**src/design/sdh_pkg.sv**
```systemverilog
// Package for the sample-tagged dial history: constants, payload types, FSM and control types.
package sdh_pkg;

	localparam int HISTORY_DEPTH = 24;
	localparam int POS_W         = 48;
	localparam int HZ_W          = 32;
	localparam int OFS_W         = 20;
	localparam int PAIR_W        = 12;
	localparam int IDX_W         = (HISTORY_DEPTH > 1) ? $clog2(HISTORY_DEPTH) : 1;
	localparam int FILL_W        = $clog2(HISTORY_DEPTH + 1);

	localparam logic [OFS_W-1:0] OFFSET_RESET = OFS_W'(15360);

	localparam logic [1:0] REQ_DIAL    = 2'd0;
	localparam logic [1:0] REQ_WRITTEN = 2'd1;
	localparam logic [1:0] REQ_READ    = 2'd2;

	typedef struct packed {
		logic [1:0]        req_type;
		logic [HZ_W-1:0]   new_dial_hz;
		logic [PAIR_W-1:0] pair_count;
	} in_item_t;

	typedef struct packed {
		logic [HZ_W-1:0] dial_at_read_hz;
		logic            from_history;
	} out_item_t;

	typedef struct packed {
		logic [POS_W-1:0] pos;
		logic [HZ_W-1:0]  hz;
	} entry_t;

	typedef enum logic [1:0] {
		ST_IDLE,
		ST_APPLY,
		ST_SCAN,
		ST_FINISH
	} state_t;

	typedef struct packed {
		logic capture;
		logic apply;
		logic scan;
		logic load;
	} dp_cmd_t;

	typedef struct packed {
		logic scan_done;
		logic out_free;
	} dp_sts_t;

	function automatic logic [POS_W-1:0] sat_add(input logic [POS_W-1:0] a,
		input logic [POS_W-1:0] b);
		logic [POS_W:0] sum;
		sum = {1'b0, a} + {1'b0, b};
		return sum[POS_W] ? {POS_W{1'b1}} : sum[POS_W-1:0];
	endfunction

endpackage

```
**src/design/sdh_ctrl.sv**
```systemverilog
// Controller FSM: sequences capture, state update, history scan and result load.
module sdh_ctrl import sdh_pkg::*; (
	input  logic    clk,
	input  logic    arst_n,
	input  logic    in_valid,
	output logic    in_ready,
	input  dp_sts_t sts,
	output dp_cmd_t cmd
);

	state_t state_q, state_d;

	always_ff @(posedge clk or negedge arst_n) begin
		if (!arst_n) begin
			state_q <= ST_IDLE;
		end else begin
			state_q <= state_d;
		end
	end

	always_comb begin
		state_d = state_q;
		unique case (state_q)
			ST_IDLE: begin
				if (in_valid) state_d = ST_APPLY;
			end
			ST_APPLY: begin
				state_d = ST_SCAN;
			end
			ST_SCAN: begin
				if (sts.scan_done) state_d = ST_FINISH;
			end
			ST_FINISH: begin
				if (sts.out_free) state_d = ST_IDLE;
			end
			default: state_d = ST_IDLE;
		endcase
	end

	always_comb begin
		in_ready    = 1'b0;
		cmd         = '0;
		unique case (state_q)
			ST_IDLE: begin
				in_ready    = 1'b1;
				cmd.capture = in_valid;
			end
			ST_APPLY: begin
				cmd.apply = 1'b1;
			end
			ST_SCAN: begin
				cmd.scan = 1'b1;
			end
			ST_FINISH: begin
				cmd.load = sts.out_free;
			end
			default: begin
				in_ready = 1'b0;
			end
		endcase
	end

endmodule

```
**src/design/sdh_datapath.sv**
```systemverilog
// Datapath: counters, dial history memory, newest-first scan and output register.
module sdh_datapath import sdh_pkg::*; (
	input  logic             clk,
	input  logic             arst_n,
	input  logic             cfg_we,
	input  logic [OFS_W-1:0] cfg_wdata,
	input  in_item_t         in_data,
	input  logic             out_ready,
	input  dp_cmd_t          cmd,
	output dp_sts_t          sts,
	output logic             out_valid,
	output out_item_t        out_data
);

	entry_t           hist_mem [HISTORY_DEPTH];

	in_item_t         req_q;
	logic [OFS_W-1:0] offset_q;
	logic [HZ_W-1:0]  cur_dial_q;
	logic [POS_W-1:0] written_q;
	logic [POS_W-1:0] read_q;
	logic [IDX_W-1:0] next_slot_q;
	logic [FILL_W-1:0] filled_q;

	logic [IDX_W-1:0]  rd_idx_q;
	logic [FILL_W-1:0] scan_left_q;
	entry_t            rd_q;
	logic              rd_vld_q;

	logic              found_q;
	logic [POS_W-1:0]  best_pos_q;
	logic [HZ_W-1:0]   best_hz_q;

	logic              out_valid_q;
	out_item_t         out_data_q;

	logic              dial_we;
	logic [IDX_W-1:0]  slot_next;
	logic [IDX_W-1:0]  slot_prev;
	logic [IDX_W-1:0]  rd_idx_prev;
	logic [FILL_W-1:0] filled_new;
	logic              rd_fire;
	logic              better;

	assign dial_we   = cmd.apply && (req_q.req_type == REQ_DIAL) &&
		(req_q.new_dial_hz != cur_dial_q);
	assign slot_next = (next_slot_q == IDX_W'(HISTORY_DEPTH - 1)) ? '0 : next_slot_q + 1'b1;
	assign slot_prev = (next_slot_q == '0) ? IDX_W'(HISTORY_DEPTH - 1) : next_slot_q - 1'b1;
	assign rd_idx_prev = (rd_idx_q == '0) ? IDX_W'(HISTORY_DEPTH - 1) : rd_idx_q - 1'b1;
	assign filled_new = (dial_we && (filled_q < FILL_W'(HISTORY_DEPTH))) ?
		filled_q + 1'b1 : filled_q;
	assign rd_fire   = cmd.scan && (scan_left_q != '0);
	assign better    = rd_vld_q && (rd_q.pos <= read_q) &&
		(!found_q || (rd_q.pos > best_pos_q));

	// Control state
	always_ff @(posedge clk or negedge arst_n) begin
		if (!arst_n) begin
			offset_q    <= OFFSET_RESET;
			cur_dial_q  <= '0;
			written_q   <= '0;
			read_q      <= '0;
			next_slot_q <= '0;
			filled_q    <= '0;
			scan_left_q <= '0;
			rd_vld_q    <= 1'b0;
			found_q     <= 1'b0;
			out_valid_q <= 1'b0;
		end else begin
			if (cfg_we) offset_q <= cfg_wdata;
			if (cmd.apply) begin
				case (req_q.req_type)
					REQ_DIAL: begin
						if (dial_we) begin
							cur_dial_q  <= req_q.new_dial_hz;
							next_slot_q <= slot_next;
							filled_q    <= filled_new;
						end
					end
					REQ_WRITTEN: written_q <= sat_add(written_q, POS_W'(req_q.pair_count));
					REQ_READ:    read_q    <= sat_add(read_q, POS_W'(req_q.pair_count));
					default: ;
				endcase
				scan_left_q <= filled_new;
				found_q     <= 1'b0;
			end else begin
				if (rd_fire) scan_left_q <= scan_left_q - 1'b1;
				if (better)  found_q     <= 1'b1;
			end
			rd_vld_q <= rd_fire;
			if (cmd.load) begin
				out_valid_q <= 1'b1;
			end else if (out_ready) begin
				out_valid_q <= 1'b0;
			end
		end
	end

	// Payload registers
	always_ff @(posedge clk) begin
		if (cmd.capture) req_q <= in_data;
		if (cmd.apply) begin
			rd_idx_q <= dial_we ? next_slot_q : slot_prev;
		end else if (rd_fire) begin
			rd_idx_q <= rd_idx_prev;
		end
		if (better) begin
			best_pos_q <= rd_q.pos;
			best_hz_q  <= rd_q.hz;
		end
		if (cmd.load) begin
			out_data_q.dial_at_read_hz <= found_q ? best_hz_q : cur_dial_q;
			out_data_q.from_history    <= found_q;
		end
	end

	// History memory
	always_ff @(posedge clk) begin
		if (dial_we) begin
			hist_mem[next_slot_q] <= '{pos: sat_add(written_q, POS_W'(offset_q)),
				hz: req_q.new_dial_hz};
		end
		if (rd_fire) rd_q <= hist_mem[rd_idx_q];
	end

	assign sts.scan_done = (scan_left_q == '0);
	assign sts.out_free  = !out_valid_q || out_ready;
	assign out_valid     = out_valid_q;
	assign out_data      = out_data_q;

`ifndef ASSERT_OFF
	a_fill_bound: assert property (@(posedge clk) disable iff (!arst_n)
		filled_q <= FILL_W'(HISTORY_DEPTH))
		else $error("history fill count above depth");
	a_slot_bound: assert property (@(posedge clk) disable iff (!arst_n)
		next_slot_q < IDX_W'(HISTORY_DEPTH))
		else $error("next slot out of range");
	a_scan_bound: assert property (@(posedge clk) disable iff (!arst_n)
		scan_left_q <= filled_q)
		else $error("scan count exceeds filled entries");
	a_out_load: assert property (@(posedge clk) disable iff (!arst_n)
		$rose(out_valid_q) |-> $past(cmd.load))
		else $error("result shown without a load");
	a_no_overrun: assert property (@(posedge clk) disable iff (!arst_n)
		cmd.load |-> (!out_valid_q || out_ready))
		else $error("result register overwritten before taken");
`endif

endmodule

```
**src/design/sample_tagged_dial_history_core.sv**
```systemverilog
// Top level: sample-tagged dial history with controller and datapath.
// Per request: capture in IDLE, state update in APPLY, scan in SCAN, result load in FINISH.
// The scan reads the filled entries (0..24) newest first, one entry per cycle, through the
// single read port of the history memory; a new request is taken only after the result load.
// The output register lets a new request enter while a result waits to be taken.
// Reset (arst_n low, asynchronous): counters, dial, ring pointers cleared; offset to 15360.
module sample_tagged_dial_history_core import sdh_pkg::*; (
	input  logic             clk,
	input  logic             arst_n,
	input  logic             cfg_we,
	input  logic [OFS_W-1:0] cfg_wdata,
	input  logic             in_valid,
	output logic             in_ready,
	input  in_item_t         in_data,
	output logic             out_valid,
	input  logic             out_ready,
	output out_item_t        out_data
);

	dp_cmd_t cmd;
	dp_sts_t sts;

	sdh_ctrl u_ctrl (
		.clk      (clk),
		.arst_n   (arst_n),
		.in_valid (in_valid),
		.in_ready (in_ready),
		.sts      (sts),
		.cmd      (cmd)
	);

	sdh_datapath u_datapath (
		.clk       (clk),
		.arst_n    (arst_n),
		.cfg_we    (cfg_we),
		.cfg_wdata (cfg_wdata),
		.in_data   (in_data),
		.out_ready (out_ready),
		.cmd       (cmd),
		.sts       (sts),
		.out_valid (out_valid),
		.out_data  (out_data)
	);

endmodule
```
**config.mk**
```make
export PLATFORM = sky130hd
export DESIGN_NAME = sample_tagged_dial_history_core
export DESIGN_NICKNAME = d
export VERILOG_FILES = /design/src/design/sdh_pkg.sv /design/src/design/sdh_ctrl.sv /design/src/design/sdh_datapath.sv /design/src/design/sample_tagged_dial_history_core.sv
export SDC_FILE = /design/constraint.sdc
export NUM_CORES = 2
export LEC_CHECK = 0
export ABC_CLOCK_PERIOD_IN_PS = 22200
export BUFFER_PORTS_ARGS = -buffer_cell sky130_fd_sc_hd__buf_2
export CAP_MARGIN = 5
export CORE_MARGIN = 3
export CORE_UTILIZATION = 40
export CTS_BUF_LIST = sky130_fd_sc_hd__clkbuf_4
export CTS_CLUSTER_SIZE = 14
export DETAILED_ROUTE_END_ITERATION = 8
export SYNTH_ARGS = -nofsm -noshare
export SYNTH_HDL_FRONTEND = slang
export SYNTH_SLANG_ARGS = --single-unit
```
**constraint.sdc**
```tcl
create_clock -name clk -period 22.2 [get_ports clk]
set_clock_uncertainty 0.2 [all_clocks]
set_input_delay 0 -clock clk [delete_from_list [all_inputs] [get_ports clk]]
set_output_delay 0 -clock clk [all_outputs]
set_load 0.05 [all_outputs]
```
Word-level counts from Yosys, hierarchy flattened. Memories as Yosys holds them, arrays and structs flattened. A register that Yosys moved wholly into a read port is not among the register bits. Index checks and enable logic that the tools add are counted.

Flip-flop bits (word level): 332. Bits in writable memories: 1920. Logic and storage cells: 92. Memories: 1.

Add/subtract/negate cells: 8. $lt $le $gt $ge: 3. Equality and inequality tests: 10. Multiplexer cells: 28. Reductions and logical operators: 23.

Memory list: u_datapath.hist_mem (words 24, bits a word 80, read ports 1, clocked after Yosys merged registers in 1, wr ports 1, RTL line sdh_datapath.sv:15) `entry_t hist_mem [HISTORY_DEPTH];`.

Operator list (count): 48-bit two-way mux (3); 48-bit by 12-bit adder with 49-bit output (2); 48-bit by 20-bit adder with 49-bit output (1); 48-bit > comparator (1); 48-bit <= comparator (1); 5-bit two-way mux (9); 32-bit two-way mux (1); 32-bit != test (1); 5-bit logical NOT (3); 5-bit by 1-bit subtractor with 5-bit output (second input constant) (3); 1-bit two-way mux (11); 5-bit by 1-bit adder with 5-bit output (second input constant) (2); 2-bit one-hot mux with 4 select lines (1); 2-bit == test (second input constant) (3); 1-bit logical AND (6); 2-bit two-way mux (3); 3-bit AND reduction (2); 2-bit nonzero test (3); 5-bit == test (second input constant) (1); 5-bit less-than comparator (second input constant) (1); 5-bit nonzero test (1); 2-bit by 1-bit == test with 1-bit output (second input constant) (2); 2-bit logical NOT (2); 2-bit != test (second input constant) (2); 4 further kinds (7).

Depth between registers and ports, before layout.
Word-level depth: 7. Gate-level depth with buffers: 11.

Hierarchy. Synthesis repeated with hierarchy kept, for this count alone.

Cells, all modules: 4699. Area total of the unflattened synthesis: 93581.0 sq um.

Modules (own cells, without submodules): sdh_datapath (instances 1, cells an instance 4682, area each 93413.3 sq um, sequential area each 69141.3 sq um); sdh_ctrl (instances 1, cells an instance 17, area each 167.7 sq um, sequential area each 50.0 sq um).

Least setup slack after synthesis. No wires, ideal clock.

Path kind: register to register. From: register u_datapath.read_q[19]. To: register u_datapath.best_hz_q[0], enable pin. Setup time: 616 ps. Arrival: 7124 ps. Data required time: 21384 ps. Setup slack: 14260 ps. Cell stages (with the launch flop): 11. Buffers on the path: 0. Cell sequence: dfrtp_1 > inv_1 > ha_1 > a21oi_1 > o21ai_0 > a22o_1 > o41ai_1 > nand4_1 > a21oi_1 > a21oi_1 > nor3_1.

Longest elaborated chain between the ends: 3.

Ends and longest elaborated chain: start, declared (RTL line sdh_datapath.sv:21) `logic [POS_W-1:0] read_q;`; start signal, assigned (RTL line sdh_datapath.sv:81) `REQ_READ: read_q <= sat_add(read_q, POS_W'(req_q.pair_count));`; 48-bit <= comparator (RTL line sdh_datapath.sv:53) `assign better = rd_vld_q && (rd_q.pos <= read_q) &&`; 1-bit logical AND (2 in series) (RTL line sdh_datapath.sv:53); named net u_datapath.better (RTL line sdh_datapath.sv:43) `logic better;`; end signal, assigned (RTL line sdh_datapath.sv:109) `best_hz_q <= rd_q.hz;`; end, declared (RTL line sdh_datapath.sv:32) `logic [HZ_W-1:0] best_hz_q;`.

The timed path passes the listed nets, and every way through them passes these cells. A chain may end at the register's enable or synchronous reset.

Final worst setup path.
From: register u_datapath.req_q[21] in the netlist's numbering. To: memory u_datapath.hist_mem[3][77] in the netlist's numbering, enable pin.

Longest elaborated chain between the ends: 4.

Ends and longest elaborated chain: start, declared (RTL line sdh_datapath.sv:17) `in_item_t req_q;`; start signal, assigned (RTL line sdh_datapath.sv:101) `if (cmd.capture) req_q <= in_data;`; 32-bit != test (RTL line sdh_datapath.sv:46) `(req_q.new_dial_hz != cur_dial_q);`; 1-bit logical AND (RTL line sdh_datapath.sv:45) `assign dial_we = cmd.apply && (req_q.req_type == REQ_DIAL) &&`; 1-bit two-way mux (RTL line sdh_datapath.sv:119) `if (dial_we) begin`; 1-bit two-way mux (implied by the code) (RTL line sdh_datapath.sv:120) `hist_mem[next_slot_q] <= '{pos: sat_add(written_q, POS_W'(offset_q)),`; end, declared (RTL line sdh_datapath.sv:15).

Every way passes these cells.

==> flow_metrics.env <==
export IMPL_final_period_utilization_pct=23.9
export IMPL_top_signal_layer_used="met5"
export IMPL_detail_route_antenna_nets=0
export IMPL_cts_htree_levels=6
export IMPL_vias_per_cell=5.41
export IMPL_postSynthCellCount=4770
export IMPL_synthArstFlopShare_pct=7.20
export IMPL_drc_errors=0
export IMPL_drtIter0Drc=4972
export IMPL_hold_path_cell_count=0
export IMPL_min_delay_worst_endpoint="u_datapath.best_hz_q[7]"
export IMPL_critPathArrivalTime_ns=6.07
export IMPL_run_status="completed"
export IMPL_met3_wirelength_um=17300
export IMPL_synth_largest_area_cell="sky130_fd_sc_hd__edfxtp_1"
export IMPL_setup_violations_final=0
export IMPL_grt_pass1_vias=51600
export IMPL_leakage_power_uw=0.0373
export IMPL_yosys_warnings=0
export IMPL_timing_critical_path_required_ns=22.96
export IMPL_clkSinkCount=2332
export IMPL_setup_tns_final_ns=0
export IMPL_worst_hold_margin_ns=0.183
export IMPL_critical_path_top_delay_family="simple AND/OR/NAND/NOR gates"
export IMPL_grt_usage_pct=19.7
export IMPL_dpl_instance_area_mm2=0.0983
export IMPL_post_route_cell_area_mm2=0.108
export IMPL_area_growth_syn_to_layout_pct=15.5
export IMPL_critical_path_n_buffers_inverters=3
export IMPL_layout_drive_gt1_share_pct=30.8
export IMPL_clock_path_buffers=4
export IMPL_multiplexer_share_of_the_synthesized_area_pct=15.1
export IMPL_cp_depth=9
export IMPL_post_cts_buffers=0
export IMPL_synth_top_area_share_pct=69.4
export IMPL_post_synth_xor_area_fraction_pct=1.17
export IMPL_p_per_area_mw_per_mm2=121
export IMPL_slew_violations=0
export IMPL_rows=176
export IMPL_max_cap_viol_count=0
export IMPL_avgSynthCellArea_um2=19.6
export IMPL_postSynth_topFlopCell="sky130_fd_sc_hd__edfxtp_1"
export IMPL_floorplan_die_width_um=490
export IMPL_synth_top_family_by_area="multiplexers"
export IMPL_maximum_number_of_pins_on_one_net_before_global_route_repair=148
export IMPL_grt_remaining_overflow=0
export IMPL_tritoncts_num_buffers=612
export IMPL_worstMarginPinSlew_ns=1.36
export IMPL_worstRegToRegCells=9
export IMPL_ys_ff_latch=2332
export IMPL_drt_wl_total_um=235000
export IMPL_firstDrtPassIters=5
export IMPL_die_height_um=490
export IMPL_synth_most_common_cell="sky130_fd_sc_hd__edfxtp_1"
export IMPL_yosys_area_share_simple_pct=3.74
export IMPL_cell_variety_after_synth=85
export IMPL_detailed_placement_hpwl_um=128000
export IMPL_max_vdd_ir_drop_uv=132
export IMPL_cts_resized_gates=0
export IMPL_hold_startpoint="u_datapath.rd_q[7]"
export IMPL_syn_nets=4997
export IMPL_regToRegEndpoint="u_datapath.hist_mem[3][77]"
export IMPL_avgRoutedWirePerCell_um=25.6
export IMPL_synth_seq_area_share_pct=73.9
export IMPL_clock_latency_ns=1.38
export IMPL_ctsHoldBuffers=213
export IMPL_wl_met1_um=97100
export IMPL_coreArea_mm2=0.231
export IMPL_num_vias=49700
export IMPL_rsz0062_at_grt="false"
export IMPL_synthesis_area_mm2=0.0936
export IMPL_timing_fmax_mhz=188
export IMPL_max_slew_margin_rel_pct=9.11
export IMPL_die_area_mm2=0.240
export IMPL_synth_adder_area_share_pct=2.11
export IMPL_final_net_count=5839
export IMPL_synth_compound_gate_area_share_pct=2.40
export IMPL_r2r_slack_ns=16.88
export IMPL_first_pass_grt_wire_length_um=343000
export IMPL_ctsRootBufferMaster="sky130_fd_sc_hd__clkbuf_4"
export IMPL_worstSetupStartpointType="flip-flop"
export IMPL_cell_types_with_the_largest_area_share_after_synthesis="sky130_fd_sc_hd__edfxtp_1 (69%), sky130_fd_sc_hd__mux4_2 (13%), sky130_fd_sc_hd__dfrtp_1 (4.4%)"
export IMPL_netlist_top_cells_count="sky130_fd_sc_hd__edfxtp_1 (2164), sky130_fd_sc_hd__mux4_2 (560), sky130_fd_sc_hd__nand2_1 (357)"
export IMPL_worstSetupEndpointType="flip-flop"
export IMPL_crit_path_max_fanout=35
export IMPL_tritoncts_clock_tree="done"
export IMPL_clk_transition_reported_paths_ns=0.06
export IMPL_final_hold_viol_count=0
export IMPL_crit_path_frequent_cell="sky130_fd_sc_hd__buf_4"
export IMPL_io_pins=106
export IMPL_crit_path_cell_trace="xor2_1 > nor4_1 > nand4_1 > o21ai_4 > clkinv_1 > nand2_1 > nor2_4 > buf_4 > buf_4"
export IMPL_cp_slowest_cell="sky130_fd_sc_hd__nor2_4"
export IMPL_dr_wl_met2_um=114000
export IMPL_critical_path_max_stage_delay_ns=0.90
export IMPL_crit_reg2reg_launch="u_datapath.req_q[21]"
export IMPL_gpl_final_weighted_congestion=0.812
export IMPL_initial_core_utilization_pct=40.4
export IMPL_buffer_ports_inserted=105
export IMPL_synth_edff_count=2164
export IMPL_grt_antenna_before_repair=11
export IMPL_class_of_the_tightest_hold_or_removal_check="reg -> reg"
export IMPL_final_period_minus_worst_setup_slack_ns=5.32
export IMPL_worst_setup_path_type="reg -> reg"
==> cells in the final DEF (no fill, tap or decap), types with 24 or more instances in the layout <==
master,synthesis,final
sky130_fd_sc_hd__edfxtp_1,2164,2164
sky130_fd_sc_hd__clkbuf_4,0,891
sky130_fd_sc_hd__mux4_2,560,560
sky130_fd_sc_hd__nand2_1,357,357
sky130_fd_sc_hd__dlygate4sd3_1,0,212
sky130_fd_sc_hd__dfrtp_1,164,163
sky130_fd_sc_hd__ha_1,153,153
sky130_fd_sc_hd__clkinv_1,1,132
sky130_fd_sc_hd__inv_1,131,129
sky130_fd_sc_hd__buf_4,4,110
sky130_fd_sc_hd__a21oi_1,109,109
sky130_fd_sc_hd__buf_2,63,104
sky130_fd_sc_hd__o21ai_1,88,90
sky130_fd_sc_hd__nor2_1,112,86
sky130_fd_sc_hd__mux2i_1,80,80
sky130_fd_sc_hd__xor2_1,67,67
sky130_fd_sc_hd__mux2_2,59,59
sky130_fd_sc_hd__nand3_1,60,59
sky130_fd_sc_hd__xnor2_1,58,58
sky130_fd_sc_hd__o21ai_0,53,50
sky130_fd_sc_hd__nand4_1,40,40
sky130_fd_sc_hd__nor4_1,29,29
sky130_fd_sc_hd__a21o_1,26,26
sky130_fd_sc_hd__a31oi_1,34,25
sky130_fd_sc_hd__nor2_4,1,25
sky130_fd_sc_hd__nor3_1,25,24
==> final cells by class <==
type,count,area [um2]
Fill cell,19600,123000
Multi-Input combinational cell,2101,23300
Tap cell,3115,3900
Clock buffer,891,6690
Clock inverter,174,898
Sequential cell,2332,69200
Timing Repair Buffer,433,3600
Antenna cell,8,20.0
Inverter,132,503
==> per-layer routing <==
layer	vias up	GRT usage, %
met2	1898	31.4
met1	26000	26.5
li1	21400	-
met4	6	7.05
met5	-	0.845
met3	403	4.54
==> how the worst max path moves through the flow <==
stage,startpoint,to,slack (ns)
2_1_floorplan,u_datapath.read_q[19],u_datapath.best_hz_q[0],14.26
3_3_place_gp,u_datapath.req_q[21],u_datapath.hist_mem[3][42],16.94
3_5_place_dp,u_datapath.req_q[21],u_datapath.hist_mem[3][42],16.85
4_1_cts,u_datapath.req_q[15],u_datapath.hist_mem[3][37],16.90
5_1_grt,u_datapath.req_q[21],u_datapath.hist_mem[3][37],16.58
6_report,u_datapath.req_q[21],u_datapath.hist_mem[3][77],16.88
==> worst reg2reg max path: cells and delay by family, from the launching register on <==
family                    cells  cell delay [ns]
AOI/OAI and AO/OA             1             0.12
xor gates and xnor gates      1             0.54
buffers and inverters         3             1.53
DFF                           1             0.82
and+or+nand+nor               4             1.73
==> kinds of logic after synthesis <==
logic type	Yosys count
xor+xnor	125
buf+inv	337
simple gates	735
mux	708
fa+ha+maj	156
flops	2332
compound gates	377
==> power breakdown <==
| group | switching [uW] | leakage [uW] | internal (uW) | total [uW] |
|---|---|---|---|---|
| clock | 1720 | 0.00455 | 1930 | 3650 |
| combinational | 2070 | 0.0107 | 1510 | 3590 |
| sequential | 314 | 0.0220 | 5480 | 5790 |
==> through the flow <==
stage          setup slack, ns  util, %  total power [uW]  cells
6_report                 16.88     46.7             13000   9186
5_1_grt                  16.58     46.7             13700   9185
4_1_cts                  16.90     46.7             13200   9177
3_5_place_dp             16.85     42.5              9480   7899
3_3_place_gp             16.94     42.5              9430   7899
2_1_floorplan            14.26        -              8290   4770
==> state kept, by name, summed over array words and instances (netlist names), 2 cells and up <==
| register | flops |
|---|---|
| u_ctrl.state_q | 2 |
| u_datapath.rd_q | 80 |
| u_datapath.filled_q | 5 |
| u_datapath.read_q | 48 |
| u_datapath.next_slot_q | 5 |
| u_datapath.req_q | 46 |
| u_datapath.written_q | 48 |
| u_datapath.scan_left_q | 5 |
| u_datapath.rd_idx_q | 5 |
| u_datapath.best_hz_q | 32 |
| u_datapath.cur_dial_q | 32 |
| u_datapath.offset_q | 20 |
| u_datapath.hist_mem | 1920 |
| u_datapath.best_pos_q | 48 |
| u_datapath.out_data | 33 |
Note: power is estimated with default switching activity, not from simulation.
